`config.mk`:
```
export PLATFORM = sky130hd
export DESIGN_NAME = point_in_polygon_even_odd
export DESIGN_NICKNAME = d
export VERILOG_FILES = /design/src/sv/pip_pkg.sv /design/src/sv/pip_cell.sv /design/src/sv/pip_edge.sv /design/src/sv/point_in_polygon_even_odd.sv
export SDC_FILE = /design/constraint.sdc
export NUM_CORES = 2
export LEC_CHECK = 0
export BUFFER_PORTS_ARGS = -buffer_cell sky130_fd_sc_hd__buf_2
export CELL_PAD_IN_SITES_DETAIL_PLACEMENT = 1
export CELL_PAD_IN_SITES_GLOBAL_PLACEMENT = 1
export CORE_MARGIN = 2
export CORE_UTILIZATION = 35
export CTS_BUF_LIST = sky130_fd_sc_hd__clkbuf_16
export DETAILED_ROUTE_END_ITERATION = 7
export HOLD_SLACK_MARGIN = 0.02
export MAX_ROUTING_LAYER = met4
export PLACE_DENSITY = 0.64
export SYNTH_ARGS = -nofsm -noshare
export SYNTH_HDL_FRONTEND = slang
export SYNTH_SLANG_ARGS = --single-unit
```
`constraint.sdc`:
```
create_clock -name clock -period 12.9 [get_ports clock]
set_input_delay 1.29 -clock clock [delete_from_list [all_inputs] [get_ports clock]]
set_output_delay 1.29 -clock clock [all_outputs]
set_load 0.1 [all_outputs]
```
`src/sv/pip_pkg.sv`:
```
// Shared types and constants of the even-odd point-in-polygon tester.
// No dependencies; used by pip_cell, pip_edge and the top level.
package pip_pkg;

   localparam int MAX_CORNERS_DEF = 64;
   localparam int COORD_BITS_DEF  = 16;

   localparam logic [1:0] CMD_CLEAR  = 2'd0;
   localparam logic [1:0] CMD_APPEND = 2'd1;
   localparam logic [1:0] CMD_QUERY  = 2'd2;

   // per-cell control: rotate from neighbor, or load an appended corner
   typedef struct packed {
      logic shift;
      logic load;
   } cell_ctl_type;

   // edge evaluator control: clear parity, present one edge
   typedef struct packed {
      logic clear;
      logic valid;
   } edge_ctl_type;

endpackage

```
`src/sv/pip_cell.sv`:
```
// One corner cell of the rotating corner ring.
// Depends on pip_pkg (cell_ctl_type).
module pip_cell #(
   parameter int COORD_BITS = pip_pkg::COORD_BITS_DEF
) (
   input  logic                         clock,
   input  pip_pkg::cell_ctl_type        ctl,
   input  logic signed [COORD_BITS-1:0] nb_x,
   input  logic signed [COORD_BITS-1:0] nb_y,
   input  logic signed [COORD_BITS-1:0] ld_x,
   input  logic signed [COORD_BITS-1:0] ld_y,
   output logic signed [COORD_BITS-1:0] x,
   output logic signed [COORD_BITS-1:0] y
);

   logic signed [COORD_BITS-1:0] x_ff, y_ff;

   always_ff @(posedge clock) begin
      if (ctl.load) begin
         x_ff <= ld_x;
         y_ff <= ld_y;
      end else if (ctl.shift) begin
         x_ff <= nb_x;
         y_ff <= nb_y;
      end
   end

   assign x = x_ff;
   assign y = y_ff;

endmodule

```
`src/sv/pip_edge.sv`:
```
// Three-stage edge crossing evaluator with running even-odd parity.
// Depends on pip_pkg (edge_ctl_type).
module pip_edge #(
   parameter int COORD_BITS = pip_pkg::COORD_BITS_DEF
) (
   input  logic                         clock,
   input  logic                         reset,
   input  pip_pkg::edge_ctl_type        ctl,
   input  logic signed [COORD_BITS-1:0] px,
   input  logic signed [COORD_BITS-1:0] py,
   input  logic signed [COORD_BITS-1:0] xj,
   input  logic signed [COORD_BITS-1:0] yj,
   input  logic signed [COORD_BITS-1:0] xi,
   input  logic signed [COORD_BITS-1:0] yi,
   output logic                         odd
);

   localparam int DW = COORD_BITS + 1;
   localparam int PW = 2 * DW;

   // stage A: differences and side test
   logic                 a_valid_ff, a_valid_in;
   logic signed [DW-1:0] a_dxj_ff, a_dy_ff, a_ddy_ff, a_ddx_ff;
   // stage B: products
   logic                 b_valid_ff, b_valid_in;
   logic                 b_dpos_ff;
   logic signed [PW-1:0] b_lhs_ff, b_rhs_ff;
   logic                 odd_ff, odd_in;
   logic                 cur, prev, left;

   assign cur  = yi > py;
   assign prev = yj > py;
   assign a_valid_in = ctl.valid && (cur != prev);
   assign b_valid_in = a_valid_ff;
   assign left = b_dpos_ff ? (b_lhs_ff < b_rhs_ff) : (b_rhs_ff < b_lhs_ff);

   always_comb begin
      odd_in = odd_ff;
      if (ctl.clear) begin
         odd_in = 1'b0;
      end else if (b_valid_ff && left) begin
         odd_in = ~odd_ff;
      end
   end

   always_ff @(posedge clock) begin
      if (reset) begin
         a_valid_ff <= 1'b0;
         b_valid_ff <= 1'b0;
         odd_ff     <= 1'b0;
      end else begin
         a_valid_ff <= a_valid_in;
         b_valid_ff <= b_valid_in;
         odd_ff     <= odd_in;
      end
   end

   always_ff @(posedge clock) begin
      a_dxj_ff  <= DW'(xj) - DW'(xi);
      a_dy_ff   <= DW'(yj) - DW'(yi);
      a_ddy_ff  <= DW'(py) - DW'(yi);
      a_ddx_ff  <= DW'(px) - DW'(xi);
      b_lhs_ff  <= PW'(a_ddy_ff) * PW'(a_dxj_ff);
      b_rhs_ff  <= PW'(a_ddx_ff) * PW'(a_dy_ff);
      b_dpos_ff <= a_dy_ff > 0;
   end

   assign odd = odd_ff;

endmodule

```
`src/sv/point_in_polygon_even_odd.sv`:
```
// Top level of the even-odd point-in-polygon tester: control, corner ring,
// edge evaluator. Depends on pip_pkg, pip_cell and pip_edge.
//
// Usage:
//   req channel: one word per command. tuser selects clear, append or query;
//   tdata carries the corner or point coordinates. Clear empties the polygon
//   and drops the overflow flag; append stores the next corner (dropped and
//   flagged when all MAX_CORNERS cells are full); query tests a point.
//   rsp channel: one word per query, inside bit and sticky overflow bit.
// Timing:
//   clear and append are handled in the idle state. A query rotates the whole
//   corner ring past the evaluator, one corner per cycle, for any nonzero
//   corner count, then passes the close, drain and done states before
//   rsp_tvalid. A query on an empty polygon goes straight to the done state.
//   The next word is taken in the cycle the result appears. The evaluator
//   has three stages.
// Reset: synchronous, clears the corner count, overflow flag and rsp valid;
//   corner cells hold no reset value and are only read once written.
// Stall: a waiting result sits in the output register while clear and append
//   words are still taken; a query that finishes before that result is taken
//   holds in its final state until the register frees up.
module point_in_polygon_even_odd #(
   parameter int MAX_CORNERS = pip_pkg::MAX_CORNERS_DEF,
   parameter int COORD_BITS  = pip_pkg::COORD_BITS_DEF
) (
   input  logic                                     clock,
   input  logic                                     reset,
   input  logic                                     req_tvalid,
   output logic                                     req_tready,
   // fields from bit 0: coord_x, coord_y, zero fill
   input  logic [((2*COORD_BITS+7)/8)*8-1:0]        req_tdata,
   // fields from bit 0: cmd
   input  logic [1:0]                               req_tuser,
   output logic                                     rsp_tvalid,
   input  logic                                     rsp_tready,
   // fields from bit 0: inside_res, overflowed, zero fill
   output logic [7:0]                               rsp_tdata
);

   localparam int CNT_W = $clog2(MAX_CORNERS + 1);
   localparam int IDX_W = $clog2(MAX_CORNERS);

   localparam logic [2:0] ST_IDLE   = 3'd0;
   localparam logic [2:0] ST_SCAN   = 3'd1;
   localparam logic [2:0] ST_CLOSE  = 3'd2;
   localparam logic [2:0] ST_DRAIN0 = 3'd3;
   localparam logic [2:0] ST_DRAIN1 = 3'd4;
   localparam logic [2:0] ST_DONE   = 3'd5;

   logic [2:0]       state_ff, state_in;
   logic [CNT_W-1:0] count_ff, count_in;
   logic             ovf_ff, ovf_in;
   logic [IDX_W-1:0] idx_ff, idx_in;
   logic             rsp_valid_ff, rsp_valid_in;
   logic             rsp_inside_ff, rsp_ovf_ff;
   logic             rsp_load;

   logic signed [COORD_BITS-1:0] in_x, in_y;
   logic signed [COORD_BITS-1:0] px_ff, py_ff;
   logic signed [COORD_BITS-1:0] first_x_ff, first_y_ff, prev_x_ff, prev_y_ff;
   logic signed [COORD_BITS-1:0] edge_xi, edge_yi;

   logic signed [COORD_BITS-1:0] cell_x [MAX_CORNERS];
   logic signed [COORD_BITS-1:0] cell_y [MAX_CORNERS];

   logic                  req_fire, append_ok, scanning, idx_live, idx_last;
   pip_pkg::edge_ctl_type edge_ctl;
   logic                  odd;

   assign in_x     = req_tdata[COORD_BITS-1:0];
   assign in_y     = req_tdata[2*COORD_BITS-1:COORD_BITS];
   assign req_tready = (state_ff == ST_IDLE);
   assign req_fire = req_tvalid && req_tready;
   assign append_ok = req_fire && (req_tuser == pip_pkg::CMD_APPEND)
                      && (count_ff < CNT_W'(MAX_CORNERS));
   assign scanning = (state_ff == ST_SCAN);
   assign idx_live = {{(CNT_W-IDX_W){1'b0}}, idx_ff} < count_ff;
   assign idx_last = idx_ff == IDX_W'(MAX_CORNERS - 1);
   assign rsp_load = (state_ff == ST_DONE) && (!rsp_valid_ff || rsp_tready);

   // corner ring: each cell rotates from its upper neighbor while scanning
   for (genvar k = 0; k < MAX_CORNERS; k++) begin : g_cell
      localparam int NEXT = (k + 1) % MAX_CORNERS;
      pip_pkg::cell_ctl_type cctl;
      assign cctl.shift = scanning;
      assign cctl.load  = append_ok && (count_ff == CNT_W'(k));
      pip_cell #(.COORD_BITS(COORD_BITS)) u_cell (
         .clock (clock),
         .ctl   (cctl),
         .nb_x  (cell_x[NEXT]),
         .nb_y  (cell_y[NEXT]),
         .ld_x  (in_x),
         .ld_y  (in_y),
         .x     (cell_x[k]),
         .y     (cell_y[k])
      );
   end

   // edge selection: scan pairs (previous, current); close pairs (last, first)
   always_comb begin
      edge_ctl.clear = req_fire && (req_tuser == pip_pkg::CMD_QUERY);
      edge_ctl.valid = 1'b0;
      edge_xi = cell_x[0];
      edge_yi = cell_y[0];
      if (scanning) begin
         edge_ctl.valid = idx_live && (idx_ff != '0);
      end else if (state_ff == ST_CLOSE) begin
         edge_ctl.valid = 1'b1;
         edge_xi = first_x_ff;
         edge_yi = first_y_ff;
      end
   end

   pip_edge #(.COORD_BITS(COORD_BITS)) u_edge (
      .clock (clock),
      .reset (reset),
      .ctl   (edge_ctl),
      .px    (px_ff),
      .py    (py_ff),
      .xj    (prev_x_ff),
      .yj    (prev_y_ff),
      .xi    (edge_xi),
      .yi    (edge_yi),
      .odd   (odd)
   );

   always_comb begin
      state_in     = state_ff;
      count_in     = count_ff;
      ovf_in       = ovf_ff;
      idx_in       = idx_ff;
      rsp_valid_in = rsp_valid_ff;
      if (rsp_valid_ff && rsp_tready) begin
         rsp_valid_in = 1'b0;
      end
      unique case (state_ff)
         ST_IDLE: begin
            if (req_fire) begin
               unique case (req_tuser)
                  pip_pkg::CMD_CLEAR: begin
                     count_in = '0;
                     ovf_in   = 1'b0;
                  end
                  pip_pkg::CMD_APPEND: begin
                     if (append_ok) begin
                        count_in = count_ff + 1'b1;
                     end else begin
                        ovf_in = 1'b1;
                     end
                  end
                  pip_pkg::CMD_QUERY: begin
                     idx_in   = '0;
                     state_in = (count_ff == '0) ? ST_DONE : ST_SCAN;
                  end
                  default: begin
                     // unused command: drop
                  end
               endcase
            end
         end
         ST_SCAN: begin
            idx_in = idx_ff + 1'b1;
            if (idx_last) begin
               state_in = ST_CLOSE;
            end
         end
         ST_CLOSE:  state_in = ST_DRAIN0;
         ST_DRAIN0: state_in = ST_DRAIN1;
         ST_DRAIN1: state_in = ST_DONE;
         ST_DONE: begin
            if (rsp_load) begin
               rsp_valid_in = 1'b1;
               state_in     = ST_IDLE;
            end
         end
         default: state_in = ST_IDLE;
      endcase
   end

   always_ff @(posedge clock) begin
      if (reset) begin
         state_ff     <= ST_IDLE;
         count_ff     <= '0;
         ovf_ff       <= 1'b0;
         idx_ff       <= '0;
         rsp_valid_ff <= 1'b0;
      end else begin
         state_ff     <= state_in;
         count_ff     <= count_in;
         ovf_ff       <= ovf_in;
         idx_ff       <= idx_in;
         rsp_valid_ff <= rsp_valid_in;
      end
   end

   // payload: hold the point, track first and previous corner of the walk
   always_ff @(posedge clock) begin
      if (edge_ctl.clear) begin
         px_ff <= in_x;
         py_ff <= in_y;
      end
      if (scanning && idx_live) begin
         prev_x_ff <= cell_x[0];
         prev_y_ff <= cell_y[0];
         if (idx_ff == '0) begin
            first_x_ff <= cell_x[0];
            first_y_ff <= cell_y[0];
         end
      end
      if (rsp_load) begin
         rsp_inside_ff <= odd;
         rsp_ovf_ff    <= ovf_ff;
      end
   end

   assign rsp_tvalid = rsp_valid_ff;
   assign rsp_tdata  = {6'b0, rsp_ovf_ff, rsp_inside_ff};

`ifndef NO_ASSERTIONS
   a_count_bound: assert property (@(posedge clock) disable iff (reset)
      count_ff <= CNT_W'(MAX_CORNERS))
      else $error("corner count beyond capacity");

   a_rsp_from_done: assert property (@(posedge clock) disable iff (reset)
      $rose(rsp_valid_ff) |-> $past(state_ff) == ST_DONE)
      else $error("result raised outside final state");

   a_query_scan: assert property (@(posedge clock) disable iff (reset)
      req_fire && (req_tuser == pip_pkg::CMD_QUERY) && (count_ff != '0)
      |=> state_ff == ST_SCAN && idx_ff == '0)
      else $error("query with corners did not start a scan");
`endif

endmodule
```
==> results.cfg <==
[synth]
yosysWarnings = 0
synth.distinct_cells = 70
synth_largest_area_cell = edfxtp_1
syn_avg_cell_area_um2 = 15.0
synth_seq_cells = 2304
synthFlopType = edfxtp_1
synth_edf_count = 2146
synth_top_area_share_pct = 53.5
synth_area_um2 = 120000
synthTopCellsByArea = edfxtp_1 54%, mux2_2 11%, fa_1 9.9%
seq_area_frac_synth_pct = 56.2
async_flop_share_pct = 0
synth_cells = 8039

[place]
place.gp.congestion = 0.824
placed_cell_area_um2 = 125000
io_buffers = 41
dpl.hpwl_um = 194000

[timing]
skew_ns = 0.113
setup_viol = 0
period_minus_slack_ns = 7.04
tightestPinTransition_ns = 1.11
hold_viol = 0
hold_ws_ns = 0.449
fmax_mhz = 142
finalSetupTns_ns = 0
timing.slew.headroom_pct = 26.1
slew_viol_final = 0
post-route-period-util_pct = 54.6
grt_setup_unrepaired = false

[grt]
grt_pass1_vias = 70100
busiest_layer = met2
grt_pass1_wl_um = 461000
met2_usage_pct = 27.6
antenna_found_initial = 19
use_met1_pct = 25.1
gr-usage-met3_pct = 2.06
grt.total_usage_pct = 17.7
grt_max_degree = 66
overflow = 0

[route]
viasPerCell = 5.02
wire_per_inst_um = 23.6
ant_nets = 0
routed_wl_um = 299000
drt-initial-drc-count = 4739
firstDrtPassIters = 5
drc = 0
via_count = 63600

[finish]
nFillCells = 34700
nets = 8838
mostFrequentLayoutCell = edfxtp_1
drive_gt1_share_pct = 22.0
fin_area_um2 = 133000
mostFrequentLayoutCells = 2146 x edfxtp_1, 1182 x mux2_2, 830 x mux2_1
area_growth_pct = 10.1

[worst_setup_path]
critPathMaxStageDelay_ns = 0.83
cp.arrival_ns = 7.81
cpMaxStageDelayCell = dfxtp_1
cpMostUsedCell = fa_1
required_ns = 13.67
crit_type = flip-flop to flip-flop
path_max_fanout = 17
crit_chain = nand2_1, fa_1, fa_1, fa_1, fa_1, inv_1, fa_1, inv_1, fa_1, inv_1, ha_1, a21oi_1, nor2_1, a211oi_1, o31ai_1, a221oi_1, a211oi_1, a211o_1, a21oi_1, xnor2_1
cp-end-kind = flip-flop
critPathLaunchType = flip-flop

[floorplan]
initial_core_util_pct = 35.1
core_area_um2 = 343000
dieHeight_um = 591
io_pins = 48
num_rows = 215
die_area_um2 = 349000
die_x_um = 591

[clocking]
cts_sinks = 2304
clk_path_buf_depth = 4
path_clk_slew_ns = 0.06
insertion_delay_ns = 0.94
cts-root-buf = clkbuf_16
postCtsResizedCells = 0
cts_buffers = 242
htreeDepth = 4
postCtsSetupRepairBufs = 0
cts_hold_buf = 0
cts_tree = yes

[worst_hold_path]
hold_class = flip-flop to flip-flop

[run_status]
status = finished, final reports clean

[run]
cap_viol_max_count = 0
Yosys cell counts, types with 37 or more instances:
| master | instances |
|---|---|
| a21o_1 | 37 |
| a21oi_1 | 91 |
| and2_1 | 319 |
| buf_1 | 97 |
| buf_2 | 96 |
| clkbuf_1 | 328 |
| dfxtp_1 | 158 |
| edfxtp_1 | 2146 |
| fa_1 | 596 |
| ha_1 | 296 |
| inv_1 | 704 |
| mux2_1 | 830 |
| mux2_2 | 1182 |
| mux2_4 | 40 |
| nand2_1 | 385 |
| nand2b_1 | 43 |
| nor2_1 | 115 |
| o21ai_0 | 57 |
| xnor2_1 | 104 |
cells by family (layout without fill, tap and decap cells):
group / count (synthesis) / count (layout) / share of synthesized area (%)
AO/OA/AOI/OAI: 305 / 305 / 1.64
buffers and inverters: 1260 / 1324 / 4.19
XOR/XNOR: 126 / 126 / 0.917
adder cells (fa/ha/maj): 892 / 892 / 13.0
AND/OR/NAND/NOR: 1068 / 1068 / 4.54
flip-flops: 2304 / 2304 / 56.2
other: 1 / 14 / 0.00311
multiplexers: 2083 / 2083 / 19.6
layout make-up:
class                      instances  area [um2]  area share (%)
tap                             4557        5700            4.30
timing repair buffer             176        1300           0.980
clock inverter                   200        1360            1.03
clock buffer                     244        6110            4.61
multi-input combinational       4480       47800            36.1
inverter                         704        2640            1.99
antenna                            8        20.0          0.0151
sequential                      2304       67600            51.0
worst paths after layout:
path,slack (ns),cells after the start,endpoint,start
setup / recovery,5.86,20,u_edge.b_lhs_ff[33]$_DFF_P_,u_edge.a_dxj_ff[2]$_DFF_P_
hold / removal,0.45,1,g_cell[10].u_cell.x[11]$_DFFE_PP_,g_cell[11].u_cell.x[11]$_DFFE_PP_
setup reg to reg,5.86,20,u_edge.b_lhs_ff[33]$_DFF_P_,u_edge.a_dxj_ff[2]$_DFF_P_
hold reg to reg,0.45,1,g_cell[10].u_cell.x[11]$_DFFE_PP_,g_cell[11].u_cell.x[11]$_DFFE_PP_
metrics by stage:
stage          utilization (%)  std cells  worst slack [ns]
2_1_floorplan                -       8044              6.77
3_3_place_gp              36.5      12200              5.98
3_5_place_dp              36.5      12200              5.87
4_1_cts                   38.7      12700              5.82
5_1_grt                   38.7      12700              5.45
6_report                  38.7      12700              5.86
critical path: cells and delay by family, from the launching register on:
family / cells / cell delay [ns]
xor gates and xnor gates: 1 / 0.13
adders and majority gates: 7 / 3.47
buffers and inverters: 3 / 0.17
AOI/OAI and AO/OA: 7 / 2.11
DFF: 1 / 0.83
and+or+nand+nor: 2 / 0.24
layer usage:
metal / wire [um] / part of all wire (%)
met2: 139000 / 46
met5: 0 / 0
met3: 12700 / 4.2
met1: 142000 / 47
met4: 5610 / 1.9
flip-flops by register name (all words and copies together) (netlist names), 6 cells and up:
signal,count
count_ff,7
first_x_ff,16
first_y_ff,16
g_cell.u_cell.x,1024
g_cell.u_cell.y,1024
idx_ff,6
prev_x_ff,16
prev_y_ff,16
px_ff,16
py_ff,16
u_edge.a_ddx_ff,17
u_edge.a_ddy_ff,17
u_edge.a_dxj_ff,17
u_edge.a_dy_ff,17
u_edge.b_lhs_ff,34
u_edge.b_rhs_ff,34
Power is not shown: default switching activity piles up to over one toggle a cycle in this logic, so the estimate is an artifact.
